**config.mk**
```make
export PLATFORM = sky130hd
export DESIGN_NAME = prr_front
export DESIGN_NICKNAME = d
export VERILOG_FILES = /design/src/sv/prr_pkg.sv /design/src/sv/prr_front.sv
export SDC_FILE = /design/constraint.sdc
export NUM_CORES = 1
export LEC_CHECK = 0
export ABC_AREA = 1
export BUFFER_PORTS_ARGS = -buffer_cell sky130_fd_sc_hd__buf_4
export CAP_MARGIN = 20
export CORE_MARGIN = 2
export CORE_UTILIZATION = 39
export DETAILED_ROUTE_END_ITERATION = 10
export MAX_ROUTING_LAYER = met4
export PLACE_DENSITY_LB_ADDON = 0.3
export SLEW_MARGIN = 15
export SYNTH_ARGS = -nofsm -noshare
export SYNTH_HDL_FRONTEND = slang
export SYNTH_SLANG_ARGS = --single-unit
```
**constraint.sdc**
```tcl
create_clock -name clk -period 2.9 [get_ports clk]
set_input_delay 0.435 -clock clk [delete_from_list [all_inputs] [get_ports clk]]
set_output_delay 0.435 -clock clk [all_outputs]
set_load 0.01 [all_outputs]
```
**src/sv/prr_pkg.sv**
```systemverilog
// ----------------------------------------------------------------------------
// prr_pkg
// shared types and constants of the polyphase rational resampler
// ----------------------------------------------------------------------------
package prr_pkg;

  localparam int MAX_RATE     = 256;
  localparam int MAX_TAPS     = 16;
  localparam int SAMPLE_BITS  = 16;
  localparam int COEF_BITS    = 18;
  localparam int COEF_DEPTH   = MAX_RATE * MAX_TAPS;
  localparam int ADDR_BITS    = $clog2(COEF_DEPTH);
  localparam int RATE_BITS    = 9;
  localparam int TAPS_BITS    = 5;
  localparam int PHASE_BITS   = $clog2(MAX_RATE);
  localparam int TAP_IDX_BITS = $clog2(MAX_TAPS);
  localparam int PROD_BITS    = SAMPLE_BITS + COEF_BITS;
  localparam int ACC_BITS     = PROD_BITS + TAP_IDX_BITS + 2;
  localparam int FRAC_BITS    = COEF_BITS - 2;
  localparam int RESULT_LIMIT = 64;
  localparam int COUNT_BITS   = $clog2(RESULT_LIMIT) + 1;

  // register indexes on the configuration port
  localparam logic [1:0] REG_UP_RATE   = 2'd0;
  localparam logic [1:0] REG_DOWN_RATE = 2'd1;
  localparam logic [1:0] REG_TAPS      = 2'd2;

  typedef enum logic {
    KIND_SAMPLE,
    KIND_COEF
  } item_kind_t;

  typedef struct packed {
    item_kind_t                    kind;
    logic signed [SAMPLE_BITS-1:0] sample;
    logic [ADDR_BITS-1:0]          coef_index;
    logic signed [COEF_BITS-1:0]   coef_value;
  } item_t;

  // clamped rates and a pulse that restarts the phase
  typedef struct packed {
    logic [RATE_BITS-1:0] up;
    logic [RATE_BITS-1:0] down;
    logic [TAPS_BITS-1:0] taps;
    logic                 clear;
  } rate_cfg_t;

  typedef enum logic [2:0] {
    ST_IDLE,
    ST_IDENT,
    ST_MAC,
    ST_DIV_START,
    ST_DIV_WAIT,
    ST_EMIT
  } back_state_t;

endpackage

```
**src/sv/prr_front.sv**
```systemverilog
// ----------------------------------------------------------------------------
// prr_front
// accepts input requests, tags them by kind and queues them for the back end
// ----------------------------------------------------------------------------
module prr_front import prr_pkg::*; (
  input  logic                          clk,
  input  logic                          rst,
  input  logic                          in_valid,
  output logic                          in_ready,
  input  logic                          mode,
  input  logic signed [SAMPLE_BITS-1:0] sample,
  input  logic [ADDR_BITS-1:0]          coef_index,
  input  logic signed [COEF_BITS-1:0]   coef_value,
  output logic                          q_valid,
  output item_t                         q_item,
  input  logic                          q_pop
);

  item_t       slots [2];
  logic        wr_ptr;
  logic        rd_ptr;
  logic [1:0]  count;
  item_t       incoming;
  logic        push;

  always_comb begin
    incoming.kind       = mode ? KIND_COEF : KIND_SAMPLE;
    incoming.sample     = sample;
    incoming.coef_index = coef_index;
    incoming.coef_value = coef_value;
  end

  assign in_ready = (count != 2'd2);
  assign push     = in_valid && in_ready;
  assign q_valid  = (count != 2'd0);
  assign q_item   = slots[rd_ptr];

  always_ff @(posedge clk) begin
    if (push) begin
      slots[wr_ptr] <= incoming;
    end
  end

  always_ff @(posedge clk) begin
    if (rst) begin
      wr_ptr <= 1'b0;
      rd_ptr <= 1'b0;
      count  <= 2'd0;
    end else begin
      if (push) begin
        wr_ptr <= ~wr_ptr;
      end
      if (q_pop) begin
        rd_ptr <= ~rd_ptr;
      end
      count <= count + {1'b0, push} - {1'b0, q_pop};
    end
  end

endmodule

```
# After elaboration in Yosys (flattened, before gate mapping)
# Memories as Yosys holds them, arrays and structs flattened. A register that Yosys moved wholly into a read port is not among the register bits.
# Cells that the tools add are included.
dict set report op_classes {
  n_addsub 2
  eq_ne 1
  muxes 5
  bitwise_logic 2
  n_reduce_logical 2
}
# op count
set ops {}
lappend ops {{$mux W1} 5}
lappend ops {{$add A2 B1 Y2} 1}
lappend ops {{$ne A2 B2 Y1 const B} 1}
lappend ops {{$not A1 Y1} 2}
lappend ops {{$reduce_bool A2 Y1} 1}
lappend ops {{$sub A2 B1 Y2} 1}
lappend ops {{$logic_and A1 B1 Y1} 1}
dict set report word_totals {
  reg_bits 4
  ram_bits 94
  inputBits 51
  output_inout_bits 49
  elab_cells 16
  mem_count 1
}
# name depth word_bits rd rd_ports_with_merged_regs wr line_no
set mem_list {}
lappend mem_list {slots 2 47 1 1 1 prr_front.sv:19} ;# item_t slots [2];

# Logic depth before layout (Yosys ltp)
# Gate-level depths: netlist of the first run.
dict set report depth {
  word_depth 4
  mapped_depth 11
}

# Worst setup path before layout of the first run
# No wires, ideal clock.
dict set report synth_timing {
  path_type {reg-to-reg}
  start {register count[0]}
  end {memory slots[0][0] in the netlist's numbering (enable)}
  arrival_ns 2.638
  required_time_ns 2.448
  setup_slack_ns -0.190
  stages_incl_launch_ff 5
  period_less_slack_ns 3.090
  cell_sequence {dfxtp_1 inv_1 nand2_1 nand2_1 nor2_1}
}
dict set report synth_between {
  elab_chain_len 4
}
# element line_no
set synth_rtl {}
lappend synth_rtl {{start, declared} prr_front.sv:22} ;# logic [1:0] count;
lappend synth_rtl {{start signal, assigned} prr_front.sv:56} ;# count <= count + {1'b0, push} - {1'b0, q_pop};
lappend synth_rtl {{$ne A2 B2 Y1} prr_front.sv:33} ;# assign in_ready = (count != 2'd2);
lappend synth_rtl {{net in_ready} prr_front.sv:9} ;# output logic in_ready,
lappend synth_rtl {{$logic_and A1 B1 Y1} prr_front.sv:34} ;# assign push = in_valid && in_ready;
lappend synth_rtl {{$mux W1} prr_front.sv:39} ;# if (push) begin
lappend synth_rtl {{$mux W1 (implied by the code)} prr_front.sv:40} ;# slots[wr_ptr] <= incoming;
lappend synth_rtl {{end, declared} prr_front.sv:19}
# The timed path passes the listed nets, and every way through them passes these cells.

==> results.toml, run 1 <==
[routing]
ant_nets = 0
drt_first_pass_iters = 4
wl_um = 6260
first_iter_violations = 39
drc_errors = 0
wl_per_cell_um = 14.9
drt-vias-per-instance = 4.45
vias = 1872

[grt]
grt_pass1_wl_um = 9150
grt_use_met1_pct = 14.4
grt_start_max_net_pins = 48
track_usage_pct = 12.3
grtUsageMet3_pct = 3.49
grt_pass1_vias = 1888
grt_busiest_layer = "met2"
gr-usage-met2_pct = 19.8
antenna_found_initial = 0
grt-ovfl-total = 0

[clock_tree]
cts.sinks = 99
clk_pin_slew_worst_paths_ns = 0.09
cts_buffers = 9
post-cts-setup-buffers = 0
clockBufferDepth = 2
clock-root-buffer = "clkbuf_8"
clock_latency_ns = 0.35
cts_tree = "done"
holdBufCountCts = 0
ctsResizeCount = 0
htreeDepth = 3

[power_and_ir_drop]
p_int_mw = 2.40
ir_worst_vdd_mv = 0.277
p_per_area_mw_per_mm2 = 648
combPwrFrac_pct = 16.4
seq_power_share_pct = 56.3
power_mw = 3.13
switching_power_uw = 731
power_frac_clock_pct = 27.3
leakagePower_nw = 1.87
switching_share_pct = 23.3

[place]
port_buffers = 99
gp_congestion = 0.631
post-dp-hpwl_um = 4060

[yosys]
synth.distinct_cells = 13
ys_warn_count = 0
synth_fp_nets = 230
yosys_register_bits = 99
syn_inst = 178
ys_seq_area_share_pct = 78.2
avgSynthCellArea_um2 = 21.0
synth_area_mm2 = 0.00374

[worst_setup_path]
required_ns = 2.47
reg2reg_to = "slots[0][4]"
r2r_start = "count[0]"
r2r_cells = 5
cp.arrival_ns = 1.81
worstSetupPathType = "register to primary output"
critical_path.endpoint_type = "primary output"
crit_fanout = 47
r2r_slack_ns = 1.17
cp-start-kind = "register"

[floorplanning]
dieArea_mm2 = 0.0104
core_area_mm2 = 0.00928
rows = 35
die_h_um = 102
start_util_pct = 40.3
num_io_pins = 100
fp.dieW_um = 102

[final_layout]
drive_above_1_share_pct = 57.2
fill_cells = 792
antenna_cells = 0
area_delta_synth_final_pct = 29.3
nNetsFinal = 339

[timing]
max_freq_ghz = 0.445
min_period_ns = 2.25
hold_violations = 0
rsz0062_at_grt = "no"
slew_viol_final = 0
hold_ws_ns = 0.263
fin_skew_ns = 0.00989
post-route-period-util_pct = 77.5
slew-limit-headroom_pct = 46.5
tightest_slew_ns = 0.802
setup_viol = 0

[worst_hold_path]
hold_depth = 1
hold_class = "input port to register"
min_to = "slots[1][45]"
hold_start = "sample[15]"

[flow_run]
maxCapViolCount = 0

[status]
status = "complete, no violations"
through the flow:
step	setup TNS (ns)	setup WS (ns)	std cells	util (%)	area, µm²
2_1_floorplan	-17.89	-0.190	178	-	3740
3_3_place_gp	0	0.996	405	50.0	4640
5_1_grt	0	0.546	421	52.1	4840
3_5_place_dp	0	0.987	405	50.0	4640
6_report	0	0.653	421	52.1	4840
4_1_cts	0	0.600	421	52.1	4840
layer usage:
layer,vias to the layer above,part of all wire [%]
met5,-,0
met4,0,1.8
met3,13,6.0
met2,63,49
met1,901,43
li1,895,-
worst max-delay path, stage by stage, from the launching register on:
cell and delay (ns):
dfxtp_4 0.89, mux2_2 0.42, buf_4 0.14
power groups by stage:
stage	logic [mW]	registers [mW]	clock network, mW
after floorplan	0.302	1.77	0
after global placement	0.516	1.79	0
after detailed placement	0.524	1.80	0
after CTS	0.526	1.77	0.883
after global routing	0.557	1.78	0.935
final	0.514	1.76	0.856
how the worst max path moves through the flow:
| stage | from | endpoint | slack, ns | cells after the start |
|---|---|---|---|---|
| 6_report | register | q_item[1] | 0.65 | 2 |
| 5_1_grt | register | q_item[1] | 0.55 | 2 |
| 4_1_cts | register | q_item[5] | 0.60 | 2 |
| 3_5_place_dp | register | q_item[5] | 0.99 | 2 |
| 3_3_place_gp | register | q_item[5] | 1.0 | 2 |
| 2_1_floorplan | count[0] | slots[0][0] | -0.19 | 4 |
synth_stat cells:
cell type,instances,area [µm²]
edfxtp_1,94,2820
mux2_4,30,450
mux2_2,17,191
nand2_1,8,30.0
inv_1,6,22.5
nor2_1,6,22.5
dfxtp_1,5,100
buf_6,4,45.0
a21oi_1,2,10.0
nand3_1,2,10.0
xnor2_1,2,17.5
buf_2,1,5.00
ha_1,1,12.5
final cells by class:
cell class              instances  area (µm²)  share of cell area, %
well taps                     129         161                   3.34
clock inverters                 5        62.6                   1.29
inverters                       6        22.5                  0.466
clock buffers                  11         131                   2.72
flip-flops and latches         99        2930                   60.5
multi-input cells              68         759                   15.7
repair buffers                103         773                   16.0
sequential cells by signal, summed over array words and instances, names as in the netlist, named ones only:
| register | flops |
|---|---|
| rd_ptr | 1 |
| count | 2 |
| slots | 94 |
| wr_ptr | 1 |
placed cells by master (no fill, tap or decap), types with 2 or more instances in the layout:
master      instances
xnor2_1             2
inv_1               6
a21oi_1             2
clkbuf_1            2
clkinvlp_4          2
clkbuf_8            9
edfxtp_1           94
mux2_4             30
mux2_2             17
nand3_1             2
nor2_1              4
buf_4             103
nand2_1             8
nor2_4              2
dfxtp_1             4
logic make-up after synthesis:
group	Yosys count	share of synthesized area (%)
buffers and inverters	11	1.94
adder cells (fa/ha/maj)	1	0.335
XOR/XNOR	2	0.468
flip-flops	99	78.2
AND/OR/NAND/NOR	16	1.67
multiplexers	47	17.2
AO/OA/AOI/OAI	2	0.268
Note: power is estimated with default switching activity, not from simulation.
==> inputs of run 2 (changes only) <==
==> constraint.sdc (replaced) <==
create_clock -name clk -period 1.9 [get_ports clk]
set_input_delay 0.285 -clock clk [delete_from_list [all_inputs] [get_ports clk]]
set_output_delay 0.285 -clock clk [all_outputs]
set_load 0.01 [all_outputs]
==> run 2 against run 1 <==
  * Sequential share of layout area shrank 0.61 points
  * Cell count grew 0.24%
  * Clock power grew 52%
  * Die area did not move
  * First-iteration DRC count grew 38%
  * Combinational power up 66%
  * Clock skew is 0.0033 ns lower
  * Utilization is 0.49 points higher
==> results.toml, run 2 (synthesized netlist as in run 1, its figures left out) <==
[status]
status = "complete, no violations"

[routing]
drt-vias-per-instance = 4.46
wl_um = 6300
first_iter_violations = 54
vias = 1884
drc_errors = 0
ant_nets = 0
wl_per_cell_um = 14.9
drt_first_pass_iters = 4

[worst_setup_path]
crit_fanout = 21
reg2reg_to = "count[1]"
cp.arrival_ns = 1.47
r2r_start = "count[0]"
required_ns = 1.62
r2r_slack_ns = 0.34
crit_chain = "buf_6 > mux2_2 > buf_4"
slowest_stage = "dfxtp_2"
worstSetupPathType = "register to primary output"
cp-start-kind = "register"
critical_path.endpoint_type = "primary output"
r2r_cells = 11
slowest_delay_ns = 0.37

[final_layout]
drive_above_1_share_pct = 57.3
largest_register_ffs = 94
fill_cells = 785
nNetsFinal = 340
final_cell_mix = "buf_4 (100), edfxtp_1 (94), mux2_4 (30)"
area_delta_synth_final_pct = 30.5
antenna_cells = 0
reg.largest.list = "slots x94, count x2"
regMostFlops = "slots"
final_common_cell = "buf_4"
stdcell_count = 422

[grt]
antenna_found_initial = 0
grt-ovfl-total = 0
grt_pass1_vias = 1962
grt_pass1_wl_um = 9610
track_usage_pct = 13.0
grt_start_max_net_pins = 48

[timing]
post-route-period-util_pct = 92.4
slew_viol_final = 0
max_freq_ghz = 0.570
rsz0062_at_grt = "no"
finalSetupTns_ns = 0
slew-limit-headroom_pct = 78.7
fin_skew_ns = 0.00655
min_period_ns = 1.76
hold_violations = 0
tightest_slew_ns = 0.318
setup_viol = 0

[clock_tree]
clk_pin_slew_worst_paths_ns = 0.09
post-cts-setup-buffers = 0
cts.sinks = 99
cts_buffers = 9
clock-root-buffer = "clkbuf_8"
clock_latency_ns = 0.35
cts_tree = "done"
clockBufferDepth = 2
htreeDepth = 3

[place]
port_buffers = 99
post-dp-hpwl_um = 4120
gp_congestion = 0.727
place_inst = 406

[floorplanning]
start_util_pct = 40.3
core_area_mm2 = 0.00928
rows = 35
die_h_um = 102
num_io_pins = 100
dieArea_mm2 = 0.0104
fp.dieW_um = 102

[power_and_ir_drop]
ir_worst_vdd_mv = 0.432
leakagePower_nw = 1.88
p_per_area_mw_per_mm2 = 983

[worst_hold_path]
hold_class = "input port to register"
min_to = "slots[0][20]"
hold_depth = 1
hold_start = "coef_index[2]"

[flow_run]
maxCapViolCount = 0
## run 2: cell count changes in the layout (fill, tap and decap cells not counted)
cell / before / now
buf_12: 0 / 3
buf_4: 103 / 100
buf_6: 0 / 1
clkbuf_1: 2 / 1
clkinv_1: 0 / 1
clkinv_4: 1 / 0
clkinvlp_4: 2 / 3
dfxtp_2: 0 / 1
dfxtp_4: 1 / 0
## run 2: worst max path at each step
| stage | from | endpoint | slack [ns] | cells past startpoint |
|---|---|---|---|---|
| 2_1_floorplan | count[0] | slots[0][0] | -0.42 | 4 |
| 6_report | register | q_item[46] | 0.14 | 3 |
| 4_1_cts | register | q_item[13] | 0.02 | 3 |
| 3_5_place_dp | count[0] | count[1] | 0.36 | 11 |
| 5_1_grt | register | q_item[6] | 0.06 | 3 |
| 3_3_place_gp | count[0] | slots[1][26] | 0.37 | 5 |
## run 2: cell type report
class                           count  area, µm²  share of cell area (%)
Sequential cell                    99       2920                    59.9
Timing Repair Buffer              104        822                    16.8
Multi-Input combinational cell     68        759                    15.6
Tap cell                          129        161                    3.31
Clock buffer                       10        128                    2.61
Clock inverter                      6       65.1                    1.33
Inverter                            6       22.5                   0.461
## run 2: per-layer routing
layer  routed length (µm)  vias up  share of wire, %  global-route usage, %
li1                     -      896                 -                      -
met1                 2600      911                41                   15.5
met2                 3280       71                52                   21.0
met3                  365        6               5.8                   3.08
met4                   46        0              0.73                   6.15
met5                    0        -                 0                      -
## run 2: timing repair
| item | 4_1_cts | 5_1_grt |
|---|---|---|
| setup endpoints to repair | 0 | 13 |
| resized for setup | 0 | 1 |
| hold buffers | 0 | 0 |
## run 2: power breakdown
part / switching (mW) / leakage, nW / internal (mW)
registers: 0.0484 / 0.918 / 2.60
clock network: 0.690 / 0.0866 / 0.610
logic: 0.383 / 0.875 / 0.470
## run 2: worst max-delay path, delay by kind of cell (launching register included)
| kind | cells | cell delay, ns |
|---|---|---|
| flip-flops | 1 | 0.37 |
| multiplexers | 1 | 0.37 |
| buffers and inverters | 2 | 0.39 |
## run 2: metrics by stage
| step | util, % | instance area [µm²] | hold WS [ns] | worst slack [ns] | power [mW] |
|---|---|---|---|---|---|
| finish | 52.6 | 4880 | 0.117 | 0.145 | 4.80 |
| global route | 52.6 | 4880 | 0.0791 | 0.0611 | 5.04 |
| detailed placement | 50.5 | 4690 | 0.474 | 0.360 | 3.57 |
| global placement | 50.5 | 4690 | 0.471 | 0.369 | 3.55 |
| floorplan | - | 3740 | 0.354 | -0.424 | 3.15 |
| CTS | 52.5 | 4880 | 0.0925 | 0.0234 | 4.86 |
==> inputs of run 3 (changes only) <==
--- a/config.mk
+++ b/config.mk
@@ -8,8 +8,8 @@
 export ABC_AREA = 1
 export BUFFER_PORTS_ARGS = -buffer_cell sky130_fd_sc_hd__buf_4
 export CAP_MARGIN = 20
-export CORE_MARGIN = 2
-export CORE_UTILIZATION = 39
+export CORE_MARGIN = 4
+export CORE_UTILIZATION = 43
 export DETAILED_ROUTE_END_ITERATION = 10
 export MAX_ROUTING_LAYER = met4
 export PLACE_DENSITY_LB_ADDON = 0.3
==> run 3 against run 2 <==
  * Maximum frequency shrank 1.0%
  * Die area shrank 1.3%
  * Via count shrank 0.64%
  * Wire length shrank 2.7%
  * Design area grew 0.28%
  * Sequential power is essentially flat
  * Worst setup slack lost 0.018 ns
  * Clock skew shrank 0.0031 ns
  * Non-clock buffer count shrank 1
  * Power grew 5.8%
  * First-iteration DRC count shrank 1.9%
  * Sequential share of layout area shrank 0.17 points
==> results.toml, run 3 (synthesized netlist as in run 1, its figures left out) <==
[timing]
max_freq_ghz = 0.564
layout_setup_ws_ns = 0.126
post-route-period-util_pct = 93.4
slew-limit-headroom_pct = 76.2
setup_viol = 0
hold_violations = 0
min_period_ns = 1.77
fin_skew_ns = 0.00345
tightest_slew_ns = 0.355
rsz0062_at_grt = "no"
slew_viol_final = 0

[final_layout]
reg.largest.list = "slots x94, count x2"
final_common_cell = "buf_4"
drive_above_1_share_pct = 57.9
fin_util_pct = 58.7
stdcell_count = 397
final_cell_mix = "buf_4 (100), edfxtp_1 (94), mux2_4 (30)"
antenna_cells = 0
regMostFlops = "slots"
largest_register_ffs = 94
fill_cells = 640
area_delta_synth_final_pct = 30.9
nNetsFinal = 339
design_area_mm2 = 0.00490

[routing]
drt_first_pass_iters = 5
ant_nets = 0
first_iter_violations = 53
wl_um = 6130
vias = 1872
wl_per_cell_um = 15.4
drc_errors = 0
drt-vias-per-instance = 4.72

[clock_tree]
clock-root-buffer = "clkbuf_8"
post-cts-setup-buffers = 0
cts_tree = "done"
ctsResizeCount = 0
clk_pin_slew_worst_paths_ns = 0.09
cts.sinks = 99
clock_latency_ns = 0.35
holdBufCountCts = 0
clockBufferDepth = 2
htreeDepth = 3
cts_buffers = 9

[floorplanning]
fp.dieW_um = 101
dieArea_mm2 = 0.0103
rows = 33
die_h_um = 101
core_area_mm2 = 0.00834
num_io_pins = 100
start_util_pct = 44.8

[worst_hold_path]
hold_start = "coef_value[1]"
hold_depth = 1
hold_class = "input port to register"
min_to = "slots[0][1]"

[worst_setup_path]
slowest_delay_ns = 0.37
worst_path_dominant_cell_family = "buffers and inverters"
r2r_slack_ns = 0.25
r2r_start = "count[0]"
worstSetupPathType = "register to primary output"
required_ns = 1.62
crit_chain = "buf_4 > mux2_2 > buf_4"
critical_path.endpoint_type = "primary output"
slowest_stage = "mux2_2"
reg2reg_to = "count[1]"
crit_buf_inv = 2
cp.arrival_ns = 1.49
path_depth = 3
cp-start-kind = "register"
r2r_cells = 11
crit_fanout = 15
cpMostUsedCell = "buf_4"

[power_and_ir_drop]
p_per_area_mw_per_mm2 = 1040
switching_share_pct = 22.2
ir_worst_vdd_mv = 0.482
power_frac_clock_pct = 31.0
p_int_mw = 3.95
leakagePower_nw = 1.91
combPwrFrac_pct = 16.9
seq_power_share_pct = 52.1
switching_power_mw = 1.13

[place]
post-dp-hpwl_um = 4170
place_inst = 381
preCtsSetupSlack_ns = 0.288
place_area_mm2 = 0.00465
gp_congestion = 0.797
port_buffers = 99

[grt]
track_usage_pct = 12.5
gr-usage-met2_pct = 20.0
grt_pass1_wl_um = 9230
grtUsageMet3_pct = 3.72
grt_use_met1_pct = 14.4
grt_pass1_vias = 1960
grt_start_max_net_pins = 48
grt-ovfl-total = 0
grt_busiest_layer = "met2"
antenna_found_initial = 0

[status]
status = "complete, no violations"

[flow_run]
maxCapViolCount = 0
run 3: final cells by class:
type / instances / area, µm² / share of cell area, %
tap: 105 / 131 / 2.68
clock inverter: 7 / 124 / 2.53
timing repair buffer: 103 / 811 / 16.6
sequential: 99 / 2920 / 59.7
clock buffer: 9 / 124 / 2.53
inverter: 6 / 22.5 / 0.460
multi-input combinational: 68 / 759 / 15.5
run 3: worst register-to-register path, cell delays in order (launching register included):
cell and delay, ns:
dfxtp_1 0.34, inv_1 0.06, nand2_1 0.10, nand2_1 0.23, xnor2_1 0.26, ha_1 0.20, inv_1 0.05, nand2_1 0.06
nand2_1 0.07, nand3_1 0.07, nand2_1 0.06, nor2_1 0.09
run 3: worst max path at each step:
stage | startpoint | to
CTS | register | q_item[0]
global route | register | q_item[14]
finish | register | q_item[6]
floorplan | count[0] | slots[0][0]
detailed placement | count[0] | count[1]
global placement | count[0] | count[1]
run 3: power groups by stage:
stage          Sequential, mW  Combinational [mW]  Clock, mW
2_1_floorplan            2.69               0.464          0
3_3_place_gp             2.69               0.863          0
3_5_place_dp             2.70               0.871          0
4_1_cts                  2.65               0.873       1.62
5_1_grt                  2.66               0.922       1.71
6_report                 2.65               0.857       1.58
run 3: routing by layer:
layer	vias to the layer above	share of wire (%)
li1	894	-
met3	11	7.3
met4	0	1.7
met1	892	41
met2	75	50
met5	-	0
run 3: stage by stage:
step	TNS [ns]	total power [mW]	hold WS [ns]
6_report	0	5.08	0.116
5_1_grt	0	5.30	0.0853
4_1_cts	0	5.14	0.0937
3_5_place_dp	0	3.57	0.473
3_3_place_gp	0	3.55	0.471
2_1_floorplan	-39.90	3.15	0.354
